--- config.mk ---
export PLATFORM = sky130hd
export DESIGN_NAME = fraction_reduce_compare_flat
export DESIGN_NICKNAME = d
export VERILOG_FILES = /design/src/rtl/core/frc_pkg.sv /design/src/rtl/core/frc_if.sv /design/src/rtl/core/fraction_reduce_compare.sv /design/src/rtl/core/frc_div.sv /design/src/rtl/core/frc_mul.sv /design/src/flat_wrapper.sv
export SDC_FILE = /design/constraint.sdc
export NUM_CORES = 2
export LEC_CHECK = 0
export ABC_AREA = 0
export BUFFER_PORTS_ARGS = -buffer_cell sky130_fd_sc_hd__clkbuf_2
export CAP_MARGIN = 15
export CORE_MARGIN = 1.5
export CORE_UTILIZATION = 55
export CTS_BUF_LIST = sky130_fd_sc_hd__clkbuf_16
export DETAILED_ROUTE_END_ITERATION = 8
export GPL_TIMING_DRIVEN = 0
export PLACE_DENSITY = 0.78
export SETUP_SLACK_MARGIN = 0.4
export SYNTH_ARGS = -nofsm -noshare
export SYNTH_HDL_FRONTEND = slang
export SYNTH_SLANG_ARGS = --single-unit
--- constraint.sdc ---
create_clock -name clock -period 28 [get_ports clock]
set_input_delay 4.2 -clock clock [delete_from_list [all_inputs] [get_ports clock]]
set_output_delay 4.2 -clock clock [all_outputs]
set_load 0.02 [all_outputs]
--- src/rtl/core/frc_pkg.sv ---
`timescale 1ns / 1ps

package frc_pkg;

   // Default width of the values that the block works on.
   localparam int DATA_WIDTH_DEF = 32;

   // Fixed widths of the payload fields.
   localparam int FIELD_WIDTH = 32;
   localparam int ORDER_WIDTH = 2;

   // Codes of the order field.
   localparam logic [ORDER_WIDTH-1:0] ORDER_LESS    = 2'd0;
   localparam logic [ORDER_WIDTH-1:0] ORDER_EQUAL   = 2'd1;
   localparam logic [ORDER_WIDTH-1:0] ORDER_GREATER = 2'd2;

endpackage

--- src/rtl/core/frc_if.sv ---
`timescale 1ns / 1ps

// Request channel: two fractions.
interface frc_req_if;
   logic                                     valid;
   logic                                     ready;
   logic signed [frc_pkg::FIELD_WIDTH-1:0]   num_a;
   logic signed [frc_pkg::FIELD_WIDTH-1:0]   den_a;
   logic signed [frc_pkg::FIELD_WIDTH-1:0]   num_b;
   logic signed [frc_pkg::FIELD_WIDTH-1:0]   den_b;

   modport source (output valid, num_a, den_a, num_b, den_b, input ready);
   modport sink   (input valid, num_a, den_a, num_b, den_b, output ready);
endinterface

// Response channel: the reduced fractions and their order.
interface frc_rsp_if;
   logic                                     valid;
   logic                                     ready;
   logic signed [frc_pkg::FIELD_WIDTH-1:0]   red_num_a;
   logic signed [frc_pkg::FIELD_WIDTH-1:0]   red_den_a;
   logic signed [frc_pkg::FIELD_WIDTH-1:0]   red_num_b;
   logic signed [frc_pkg::FIELD_WIDTH-1:0]   red_den_b;
   logic [frc_pkg::ORDER_WIDTH-1:0]          order;

   modport source (output valid, red_num_a, red_den_a, red_num_b, red_den_b, order,
                   input ready);
   modport sink   (input valid, red_num_a, red_den_a, red_num_b, red_den_b, order,
                   output ready);
endinterface

--- src/rtl/core/fraction_reduce_compare.sv ---
`timescale 1ns / 1ps

// Channel   Direction  Contents
// req_chan  in         num_a, den_a, num_b, den_b (low DATA_WIDTH bits used)
// rsp_chan  out        red_num_a, red_den_a, red_num_b, red_den_b, order
//
// Each Euclid step is a check state and a division; each reduction then adds
// two divisions, and the compare two multiplications; at 32 bits there are up
// to 45 Euclid steps per fraction.
// Reset is synchronous and clears the sequencer, the response valid flag and the start pulses.
// A request is taken only while the sequencer is idle; a waiting response does
// not block the next request until that request's result is ready.
module fraction_reduce_compare #(
   parameter int DATA_WIDTH = frc_pkg::DATA_WIDTH_DEF
) (
   input  logic      clock,
   input  logic      reset,
   frc_req_if.sink   req_chan,
   frc_rsp_if.source rsp_chan
);
   localparam int W  = DATA_WIDTH;
   localparam int FW = frc_pkg::FIELD_WIDTH;

   typedef enum logic [3:0] {
      S_IDLE, S_GCD_CHK, S_GCD_WAIT, S_QN_WAIT, S_QD_WAIT,
      S_ADV, S_CMP_START, S_MA_WAIT, S_MB_WAIT, S_FINISH
   } state_type;

   state_type state_ff;

   // Working values of the current fraction and the Euclid trace.
   logic signed [W:0]     n_ff, d_ff, x_ff, y_ff, g_ff;
   logic signed [W:0]     nb_ff, db_ff;
   logic                  sel_ff;
   logic signed [W-1:0]   cur_rn_ff, cur_rd_ff;
   logic signed [W-1:0]   rn_a_ff, rd_a_ff, rn_b_ff, rd_b_ff;
   logic signed [2*W:0]   pa_ff, pb_ff;

   logic                  div_start_ff, div_busy, div_done;
   logic [W-1:0]          div_dnd_ff, div_dsr_ff, div_quot, div_rem;
   logic                  mul_start_ff, mul_done;
   logic [W-1:0]          mul_a_ff, mul_b_ff;
   logic [2*W-1:0]        mul_prod;

   logic                  rsp_valid_ff;
   logic                  rsp_load;
   logic signed [FW-1:0]  out_na_ff, out_da_ff, out_nb_ff, out_db_ff;
   logic [frc_pkg::ORDER_WIDTH-1:0] out_ord_ff;

   logic signed [W:0]     na_n, da_n, nb_n, db_n;

   function automatic logic [W-1:0] mag(input logic signed [W:0] v);
      logic signed [W:0] t;
      t = (v < 0) ? -v : v;
      return t[W-1:0];
   endfunction

   function automatic logic signed [W:0] with_sign(input logic [W-1:0] m,
                                                   input logic neg);
      logic signed [W:0] t;
      t = signed'({1'b0, m});
      return neg ? -t : t;
   endfunction

   function automatic logic signed [W:0] ext(input logic [FW-1:0] v);
      return signed'({v[W-1], v[W-1:0]});
   endfunction

   frc_div #(.DATA_WIDTH(W)) u_div (
      .clock     (clock),
      .reset     (reset),
      .start     (div_start_ff),
      .dividend  (div_dnd_ff),
      .divisor   (div_dsr_ff),
      .busy      (div_busy),
      .done      (div_done),
      .quotient  (div_quot),
      .remainder (div_rem)
   );

   frc_mul #(.DATA_WIDTH(W)) u_mul (
      .clock   (clock),
      .reset   (reset),
      .start   (mul_start_ff),
      .mcand   (mul_a_ff),
      .mplier  (mul_b_ff),
      .done    (mul_done),
      .product (mul_prod)
   );

   // Denominators made positive by negating both parts of each fraction.
   always_comb begin
      na_n = (rd_a_ff < 0) ? -(W+1)'(rn_a_ff) : (W+1)'(rn_a_ff);
      da_n = (rd_a_ff < 0) ? -(W+1)'(rd_a_ff) : (W+1)'(rd_a_ff);
      nb_n = (rd_b_ff < 0) ? -(W+1)'(rn_b_ff) : (W+1)'(rn_b_ff);
      db_n = (rd_b_ff < 0) ? -(W+1)'(rd_b_ff) : (W+1)'(rd_b_ff);
   end

   // The output register takes a new result once the previous one has gone.
   assign rsp_load = (state_ff == S_FINISH) && (!rsp_valid_ff || rsp_chan.ready);

   // Sequencer: Euclid and the reductions on the divider, then the cross products.
   always_ff @(posedge clock) begin
      if (reset) begin
         state_ff     <= S_IDLE;
         rsp_valid_ff <= 1'b0;
         div_start_ff <= 1'b0;
         mul_start_ff <= 1'b0;
      end else begin
         // Start pulses for the shared divider and multiplier.
         div_start_ff <= ((state_ff == S_GCD_CHK) && ((y_ff != 0) || (x_ff != 0)))
                         || ((state_ff == S_QN_WAIT) && div_done);
         mul_start_ff <= (state_ff == S_CMP_START)
                         || ((state_ff == S_MA_WAIT) && mul_done);
         // The response stays valid until its transfer.
         if (rsp_load) begin
            rsp_valid_ff <= 1'b1;
         end else if (rsp_chan.ready) begin
            rsp_valid_ff <= 1'b0;
         end
         case (state_ff)
            S_IDLE: begin
               if (req_chan.valid) begin
                  n_ff     <= ext(req_chan.num_a);
                  d_ff     <= ext(req_chan.den_a);
                  x_ff     <= ext(req_chan.num_a);
                  y_ff     <= ext(req_chan.den_a);
                  nb_ff    <= ext(req_chan.num_b);
                  db_ff    <= ext(req_chan.den_b);
                  sel_ff   <= 1'b0;
                  state_ff <= S_GCD_CHK;
               end
            end
            S_GCD_CHK: begin
               if (y_ff == 0) begin
                  g_ff <= x_ff;
                  if (x_ff == 0) begin
                     cur_rn_ff <= n_ff[W-1:0];
                     cur_rd_ff <= d_ff[W-1:0];
                     state_ff  <= S_ADV;
                  end else begin
                     div_dnd_ff <= mag(n_ff);
                     div_dsr_ff <= mag(x_ff);
                     state_ff   <= S_QN_WAIT;
                  end
               end else begin
                  div_dnd_ff <= mag(x_ff);
                  div_dsr_ff <= mag(y_ff);
                  state_ff   <= S_GCD_WAIT;
               end
            end
            S_GCD_WAIT: begin
               if (div_done) begin
                  x_ff     <= y_ff;
                  y_ff     <= with_sign(div_rem, x_ff < 0);
                  state_ff <= S_GCD_CHK;
               end
            end
            S_QN_WAIT: begin
               if (div_done) begin
                  cur_rn_ff  <= W'(with_sign(div_quot, (n_ff < 0) ^ (g_ff < 0)));
                  div_dnd_ff <= mag(d_ff);
                  div_dsr_ff <= mag(g_ff);
                  state_ff   <= S_QD_WAIT;
               end
            end
            S_QD_WAIT: begin
               if (div_done) begin
                  cur_rd_ff <= W'(with_sign(div_quot, (d_ff < 0) ^ (g_ff < 0)));
                  state_ff  <= S_ADV;
               end
            end
            S_ADV: begin
               if (!sel_ff) begin
                  rn_a_ff  <= cur_rn_ff;
                  rd_a_ff  <= cur_rd_ff;
                  n_ff     <= nb_ff;
                  d_ff     <= db_ff;
                  x_ff     <= nb_ff;
                  y_ff     <= db_ff;
                  sel_ff   <= 1'b1;
                  state_ff <= S_GCD_CHK;
               end else begin
                  rn_b_ff  <= cur_rn_ff;
                  rd_b_ff  <= cur_rd_ff;
                  state_ff <= S_CMP_START;
               end
            end
            S_CMP_START: begin
               mul_a_ff <= mag(na_n);
               mul_b_ff <= db_n[W-1:0];
               state_ff <= S_MA_WAIT;
            end
            S_MA_WAIT: begin
               if (mul_done) begin
                  pa_ff    <= (na_n < 0) ? -signed'({1'b0, mul_prod})
                                         : signed'({1'b0, mul_prod});
                  mul_a_ff <= mag(nb_n);
                  mul_b_ff <= da_n[W-1:0];
                  state_ff <= S_MB_WAIT;
               end
            end
            S_MB_WAIT: begin
               if (mul_done) begin
                  pb_ff    <= (nb_n < 0) ? -signed'({1'b0, mul_prod})
                                         : signed'({1'b0, mul_prod});
                  state_ff <= S_FINISH;
               end
            end
            S_FINISH: begin
               // Load the output register once the previous response has gone.
               if (rsp_load) begin
                  out_na_ff <= FW'(rn_a_ff);
                  out_da_ff <= FW'(rd_a_ff);
                  out_nb_ff <= FW'(rn_b_ff);
                  out_db_ff <= FW'(rd_b_ff);
                  if (pa_ff < pb_ff) begin
                     out_ord_ff <= frc_pkg::ORDER_LESS;
                  end else if (pa_ff > pb_ff) begin
                     out_ord_ff <= frc_pkg::ORDER_GREATER;
                  end else begin
                     out_ord_ff <= frc_pkg::ORDER_EQUAL;
                  end
                  state_ff <= S_IDLE;
               end
            end
            default: begin
               state_ff <= S_IDLE;
            end
         endcase
      end
   end

   assign req_chan.ready     = (state_ff == S_IDLE);
   assign rsp_chan.valid     = rsp_valid_ff;
   assign rsp_chan.red_num_a = out_na_ff;
   assign rsp_chan.red_den_a = out_da_ff;
   assign rsp_chan.red_num_b = out_nb_ff;
   assign rsp_chan.red_den_b = out_db_ff;
   assign rsp_chan.order     = out_ord_ff;

   // The divider is never restarted while a division is in flight.
   assert property (@(posedge clock) disable iff (reset) div_start_ff |-> !div_busy)
      else $error("divider started while busy");

   // Euclid and the reductions never divide by zero.
   assert property (@(posedge clock) disable iff (reset) div_start_ff |-> div_dsr_ff != 0)
      else $error("division by zero issued");

   // After a request transfer the block is busy in the next cycle.
   assert property (@(posedge clock) disable iff (reset)
                    (req_chan.valid && req_chan.ready) |=> !req_chan.ready)
      else $error("request taken while busy");
endmodule

--- src/rtl/core/frc_div.sv ---
`timescale 1ns / 1ps

// Restoring divider on unsigned magnitudes, one quotient bit per cycle.
module frc_div #(
   parameter int DATA_WIDTH = frc_pkg::DATA_WIDTH_DEF
) (
   input  logic                  clock,
   input  logic                  reset,
   input  logic                  start,
   input  logic [DATA_WIDTH-1:0] dividend,
   input  logic [DATA_WIDTH-1:0] divisor,
   output logic                  busy,
   output logic                  done,
   output logic [DATA_WIDTH-1:0] quotient,
   output logic [DATA_WIDTH-1:0] remainder
);
   localparam int W  = DATA_WIDTH;
   localparam int CW = $clog2(W + 1);

   logic [W:0]    rem_ff, rem_in;
   logic [W-1:0]  quot_ff, quot_in;
   logic [W-1:0]  dsr_ff;
   logic [CW-1:0] cnt_ff;
   logic          busy_ff;
   logic          done_ff;
   logic [W:0]    rem_sh;

   // One trial subtraction per cycle.
   always_comb begin
      rem_sh = {rem_ff[W-1:0], quot_ff[W-1]};
      if (rem_sh >= {1'b0, dsr_ff}) begin
         rem_in  = rem_sh - {1'b0, dsr_ff};
         quot_in = {quot_ff[W-2:0], 1'b1};
      end else begin
         rem_in  = rem_sh;
         quot_in = {quot_ff[W-2:0], 1'b0};
      end
   end

   always_ff @(posedge clock) begin
      if (reset) begin
         busy_ff <= 1'b0;
         done_ff <= 1'b0;
         cnt_ff  <= '0;
      end else if (start) begin
         rem_ff  <= '0;
         quot_ff <= dividend;
         dsr_ff  <= divisor;
         cnt_ff  <= CW'(W);
         busy_ff <= 1'b1;
         done_ff <= 1'b0;
      end else if (busy_ff) begin
         rem_ff  <= rem_in;
         quot_ff <= quot_in;
         cnt_ff  <= cnt_ff - 1'b1;
         busy_ff <= (cnt_ff != CW'(1));
         done_ff <= (cnt_ff == CW'(1));
      end else begin
         done_ff <= 1'b0;
      end
   end

   assign busy      = busy_ff;
   assign done      = done_ff;
   assign quotient  = quot_ff;
   assign remainder = rem_ff[W-1:0];
endmodule

--- src/rtl/core/frc_mul.sv ---
`timescale 1ns / 1ps

// Shift-and-add multiplier on unsigned magnitudes, one multiplier bit per cycle.
module frc_mul #(
   parameter int DATA_WIDTH = frc_pkg::DATA_WIDTH_DEF
) (
   input  logic                    clock,
   input  logic                    reset,
   input  logic                    start,
   input  logic [DATA_WIDTH-1:0]   mcand,
   input  logic [DATA_WIDTH-1:0]   mplier,
   output logic                    done,
   output logic [2*DATA_WIDTH-1:0] product
);
   localparam int W  = DATA_WIDTH;
   localparam int CW = $clog2(W + 1);

   logic [2*W-1:0] acc_ff;
   logic [2*W-1:0] mcd_ff;
   logic [W-1:0]   mpl_ff;
   logic [CW-1:0]  cnt_ff;
   logic           busy_ff;
   logic           done_ff;

   always_ff @(posedge clock) begin
      if (reset) begin
         busy_ff <= 1'b0;
         done_ff <= 1'b0;
         cnt_ff  <= '0;
      end else if (start) begin
         acc_ff  <= '0;
         mcd_ff  <= {{W{1'b0}}, mcand};
         mpl_ff  <= mplier;
         cnt_ff  <= CW'(W);
         busy_ff <= 1'b1;
         done_ff <= 1'b0;
      end else if (busy_ff) begin
         if (mpl_ff[0]) begin
            acc_ff <= acc_ff + mcd_ff;
         end
         mcd_ff  <= {mcd_ff[2*W-2:0], 1'b0};
         mpl_ff  <= {1'b0, mpl_ff[W-1:1]};
         cnt_ff  <= cnt_ff - 1'b1;
         busy_ff <= (cnt_ff != CW'(1));
         done_ff <= (cnt_ff == CW'(1));
      end else begin
         done_ff <= 1'b0;
      end
   end

   assign done    = done_ff;
   assign product = acc_ff;
endmodule

--- src/flat_wrapper.sv ---
// flat-port wrapper written by rule: the top's interface ports become plain ports
module fraction_reduce_compare_flat 
#(
   parameter int DATA_WIDTH = frc_pkg::DATA_WIDTH_DEF
)
  (clock, reset, req_chan_valid, req_chan_num_a, req_chan_den_a, req_chan_num_b, req_chan_den_b, req_chan_ready, rsp_chan_valid, rsp_chan_red_num_a, rsp_chan_red_den_a, rsp_chan_red_num_b, rsp_chan_red_den_b, rsp_chan_order, rsp_chan_ready);
  frc_req_if req_chan_i ();
  frc_rsp_if rsp_chan_i ();
  input  logic clock;
  input  logic reset;
  input wire logic [$bits(req_chan_i.valid)-1:0] req_chan_valid;
  input wire logic [$bits(req_chan_i.num_a)-1:0] req_chan_num_a;
  input wire logic [$bits(req_chan_i.den_a)-1:0] req_chan_den_a;
  input wire logic [$bits(req_chan_i.num_b)-1:0] req_chan_num_b;
  input wire logic [$bits(req_chan_i.den_b)-1:0] req_chan_den_b;
  output wire logic [$bits(req_chan_i.ready)-1:0] req_chan_ready;
  output wire logic [$bits(rsp_chan_i.valid)-1:0] rsp_chan_valid;
  output wire logic [$bits(rsp_chan_i.red_num_a)-1:0] rsp_chan_red_num_a;
  output wire logic [$bits(rsp_chan_i.red_den_a)-1:0] rsp_chan_red_den_a;
  output wire logic [$bits(rsp_chan_i.red_num_b)-1:0] rsp_chan_red_num_b;
  output wire logic [$bits(rsp_chan_i.red_den_b)-1:0] rsp_chan_red_den_b;
  output wire logic [$bits(rsp_chan_i.order)-1:0] rsp_chan_order;
  input wire logic [$bits(rsp_chan_i.ready)-1:0] rsp_chan_ready;
  assign req_chan_i.valid = req_chan_valid;
  assign req_chan_i.num_a = req_chan_num_a;
  assign req_chan_i.den_a = req_chan_den_a;
  assign req_chan_i.num_b = req_chan_num_b;
  assign req_chan_i.den_b = req_chan_den_b;
  assign req_chan_ready = req_chan_i.ready;
  assign rsp_chan_valid = rsp_chan_i.valid;
  assign rsp_chan_red_num_a = rsp_chan_i.red_num_a;
  assign rsp_chan_red_den_a = rsp_chan_i.red_den_a;
  assign rsp_chan_red_num_b = rsp_chan_i.red_num_b;
  assign rsp_chan_red_den_b = rsp_chan_i.red_den_b;
  assign rsp_chan_order = rsp_chan_i.order;
  assign rsp_chan_i.ready = rsp_chan_ready;
  fraction_reduce_compare #(.DATA_WIDTH(DATA_WIDTH)) u_core (.clock(clock), .reset(reset), .req_chan(req_chan_i), .rsp_chan(rsp_chan_i));
endmodule
# Word level (Yosys, flattened, before mapping)

Cells that the tools add are included.

Bits in registers: 1089
Latch bits: 0
Bits in writable memories: 0
Bits in read-only memories: 0
Bits of input ports: 132
Output and inout port bits: 132
Logic and storage cells: 233
Memories: 0

$add $sub $neg: 18
Multipliers: 0
Divide/modulo/power cells: 0
Magnitude comparators: 12
Equality and inequality tests: 24
Shift operators: 0
Muxes and demuxes: 81
Bitwise gates (word level): 6
Reduce and logical (&&, ||, !) cells: 46

Operators by type and width:

| kind                                                                          | count |
|---|---|
| 32-bit 2-to-1 mux                                                             | 32 |
| 32-bit case mux with 2 select lines                                           | 6 |
| 64-bit 2-to-1 mux                                                             | 5 |
| 32-bit negator                                                                | 10 |
| 33-bit 2-to-1 mux                                                             | 9 |
| 33-bit by 1-bit less-than comparator with 1-bit output, second input constant | 7 |
| 33-bit case mux with 3 select lines                                           | 2 |
| 33-bit case mux with 2 select lines                                           | 2 |
| 32-bit negator with 33-bit output                                             | 3 |
| 33-bit logical NOT                                                            | 2 |
| 33-bit nonzero test                                                           | 2 |
| 65-bit greater-than comparator                                                | 1 |
| 65-bit less-than comparator                                                   | 1 |
| 64-bit negator with 65-bit output                                             | 1 |
| 64-bit adder                                                                  | 1 |
| 32-bit by 1-bit less-than comparator with 1-bit output, second input constant | 2 |
| 4-bit case mux with 10 select lines                                           | 1 |
| 33-bit by 32-bit >= comparator with 1-bit output                              | 1 |
| 32-bit subtractor                                                             | 1 |
| 3-bit AND reduction                                                           | 10 |
| 4-bit 2-to-1 mux                                                              | 7 |
| 6-bit 2-to-1 mux                                                              | 4 |
| 2-bit != test, second input constant                                          | 9 |
| 4-bit by 3-bit == test with 1-bit output, second input constant               | 4 |
| other kinds (26)                                                              | 64 |

# Logic depth before layout (Yosys ltp)

Word-level depth: 6
Depth in mapped cells: 15
Mapped depth without buffers: 13

# Cells and area by module

Synthesis repeated with hierarchy kept, for this count alone.

Cell total of the unflattened synthesis: 5320
Area total of the unflattened synthesis: 58994.1 sq um

By module, submodules not included:

| module                  | instances | cells an instance | area each (sq um) | seq. area each (sq um) |
|---|---|---|---|---|
| fraction_reduce_compare | 1         | 3843              | 42739.7           | 24403.4 |
| frc_mul                 | 1         | 944               | 10179.8           | 4964.8 |
| frc_div                 | 1         | 533               | 6074.6            | 3042.9 |

# Worst setup path before layout

OpenSTA, ideal clock, no wires.

Path kind: input -> register
Start: input reset
End: register u_core.mul_a_ff[0] (enable)
Setup time: 0.829 ns
Arrival: 14.392 ns
Required time: 27.171 ns
Slack: 12.779 ns
Stages: 2
Buffers on the path: 1
Path through: clkbuf_1 > a2111oi_0

Cells in the longest elaborated chain, start to end: 2

RTL lines:

| element                              | RTL line                       | text |
|---|---|---|
| start: declaration                   | flat_wrapper.sv:10             | `input logic reset;` |
| 1-bit NOT (no source line)           | --                             |  |
| 3-bit AND reduction (no source line) | --                             |  |
| end signal: assignment               | fraction_reduce_compare.sv:190 | `mul_a_ff <= mag(na_n);` |
| end signal: assignment               | fraction_reduce_compare.sv:198 | `mul_a_ff <= mag(nb_n);` |
| end: declaration                     | fraction_reduce_compare.sv:42  | `logic [W-1:0] mul_a_ff, mul_b_ff;` |

Every way passes these cells.
A chain may end at the register's enable or synchronous reset.

# Worst setup path in the final report

Start: register u_core.state_ff[1]
End: output req_chan_ready

Cells in the longest elaborated chain, start to end: 1

RTL lines:

| element                  | RTL line                       | text |
|---|---|---|
| start: declaration       | fraction_reduce_compare.sv:29  | `state_type state_ff;` |
| start signal: assignment | fraction_reduce_compare.sv:105 | `state_ff <= S_IDLE;` |
| start signal: assignment | fraction_reduce_compare.sv:131 | `state_ff <= S_GCD_CHK;` |
| start signal: assignment | fraction_reduce_compare.sv:140 | `state_ff <= S_ADV;` |
| 4-bit logical NOT        | fraction_reduce_compare.sv:234 | `assign req_chan.ready = (state_ff == S_IDLE);` |
| end: declaration         | flat_wrapper.sv:16             | `output wire logic [$bits(req_chan_i.ready)-1:0] req_chan_ready;` |

Every way passes these cells.

==> out/metrics.csv <==
metric;value;unit
power_density;67.5;nW/um^2
gp_congestion;1.01;
switching_share;0.307;
postRouteAntennaNets;0;
dpl_cell_area;62000;um^2
core-area;104000;um^2
drtIter0Drc;4308;
whs;0.419;ns
yosysSeqAreaShare;0.559;
p_clk_frac;0.328;
endpoint_kind;output pin;
drt-vias-per-instance;6.03;
synthArstFlopShare;0;
die_area;107000;um^2
rsz0062_at_grt;no;
wirelength;173000;um
synth_seq_cells;1087;
relSlewSlack;0.147;
yosys-top-cells-area;edfxtp_1 55%, xnor2_1 4.9%, nand2_1 4.7%;
cts_tree;yes;
final_cell_area;65600;um^2
grt-ovfl-total;0;
synthDistinctLibCells;85;
cts_buffers;111;
finalCritPeriodShare;0.224;
intPower;0.00306;W
startpoint_type;flop;
io_pins;264;
yosysTopAreaCell;edfxtp_1;
cts_resized;0;
syn_area;58000;um^2
synth_edf_count;1064;
start_util;0.557;
synth_commonest_cells;1064 x edfxtp_1, 724 x nand2_1, 403 x nor2_1;
crit_required;23.80;ns
grt_pass1_vias;41500;
hp-class;reg2reg;
irDropWorstVdd;0.0639;mV
path_buf_inv;3;
slowest_stage;dfxtp_1;
ctsHoldBuffers;0;
clock_sinks;1087;
p_leak;24.0;nW
path_class;reg2out;
synth_most_common_cell;edfxtp_1;
yosysTopAreaCellShare;0.551;
firstDrtPassIters;6;
syn_nets;5568;
num_vias;43200;
skew;0.0342;ns
synth_cells;5257;
cap_violations;0;
tns;0;ns
rows;118;
dpl.hpwl;136000;um
grt_pass1_wl;255000;um
p_sw;0.00136;W
die_w;328;um
syn_avg_cell_area;11.0;um^2
h-tree-depth;3;
drcViolationCount;0;
ys.flop_type;edfxtp_1;
hold_viol;0;
area_delta_synth_final;13.0;%
track_usage;0.319;
power.combinational.fraction;0.200;
crit_family;buffers and inverters;
seq_power_share;0.472;
antenna_found_initial;6;
cts-root-buf;clkbuf_16;
status;completed;
setup_viol;0;
drive_gt1_frac;0.111;
max_freq;160;MHz
grt_max_degree;57;
die_h;328;um
ys_warn_count;0;
avgRoutedWirePerCell;24.1;um
crit_fanout;9;
clk_pin_slew;0.06;ns
critPathMaxStageDelay;0.29;ns
fin_nets;6007;
critPathArrivalTime;2.07;ns
clockBufferDepth;3;
clk_latency;0.73;ns
tightest_slew;1.27;ns
finalCriticalPeriod;6.27;ns
postCtsSetupBuffers;0;
drv_slew;0;
port_buffers;263;
worstPathCellList;clkbuf_1 > nor2_1 > nand2_1 > inv_1 > clkbuf_2;
[routing by layer]
layer  track usage  wire length (um)
met1         0.387             65000
met2         0.538             83700
met3        0.0405             11600
met4         0.208             12800
met5             0                 0
[through the flow]
step	cells	setup WS [ns]	total power, W	util
floorplan	5257	12.78	0.00261	-
global placement	6900	8.07	0.00296	0.586
detailed placement	6963	21.03	0.00298	0.596
CTS	7169	21.74	0.00442	0.630
global route	7169	21.55	0.00456	0.630
finish	7174	21.73	0.00442	0.630
[sequential cells by signal, summed over array words and instances (netlist names), 33 cells and up]
signal / flops
u_core.pa_ff: 65
u_core.y_ff: 33
u_core.u_mul.product: 64
u_core.g_ff: 33
u_core.x_ff: 33
u_core.pb_ff: 65
u_core.u_mul.mcd_ff: 64
[cells by family (layout without fill, tap and decap cells)]
group	after synthesis	after routing	share of synthesized area
buffers and inverters	418	950	0.0272
muxes	138	138	0.0258
DFF	1087	1087	0.559
adders and majority gates	179	179	0.0389
AOI/OAI and AO/OA	1067	1067	0.115
other	0	5	0
xor gates and xnor gates	628	628	0.0948
and+or+nand+nor	1740	1740	0.139
[placed cells by master (no fill, tap or decap), drive strengths merged, types with 89 or more instances in the layout]
| master | count |
|---|---|
| nand2 | 724 |
| clkbuf | 592 |
| buf | 89 |
| mux2 | 91 |
| ha | 177 |
| xor2 | 303 |
| a21oi | 247 |
| inv | 195 |
| or3 | 92 |
| o21ai | 339 |
| nor3 | 98 |
| xnor2 | 325 |
| edfxtp | 1064 |
| o31ai | 102 |
| nor2 | 403 |
[power groups by stage]
stage | clock [W] | sequential, W | combinational, W
6_report | 0.00145 | 0.00209 | 0.000885
5_1_grt | 0.00153 | 0.00209 | 0.000943
4_1_cts | 0.00147 | 0.00208 | 0.000871
3_5_place_dp | 0 | 0.00212 | 0.000866
3_3_place_gp | 0 | 0.00214 | 0.000822
2_1_floorplan | 0 | 0.00207 | 0.000536
[area by class of cell]
class | count | area [um^2]
inverters | 174 | 656
multi-input cells | 3752 | 24100
repair buffers | 326 | 2140
clock inverters | 95 | 772
plain buffers | 244 | 922
well taps | 1380 | 1730
clock buffers | 111 | 2780
flip-flops and latches | 1087 | 32400
fillers | 8252 | 38500
diodes | 5 | 12.5
[worst paths after layout]
check | startpoint | end | slack (ns) | depth (start not counted)
hold reg to reg | u_core.div_dsr_ff[26]$_DFFE_PP_ | u_core.u_div.dsr_ff[26]$_DFFE_PP_ | 0.42 | 0
setup reg to reg | u_core.x_ff[2]$_DFFE_PP_ | u_core.cur_rn_ff[7]$_DFFE_PP_ | 22.17 | 13
hold / removal | u_core.div_dsr_ff[26]$_DFFE_PP_ | u_core.u_div.dsr_ff[26]$_DFFE_PP_ | 0.42 | 0
setup / recovery | u_core.state_ff[1]$_SDFFE_PP0P_ | req_chan_ready | 21.73 | 5
Note: power is estimated with default switching activity, not from simulation.
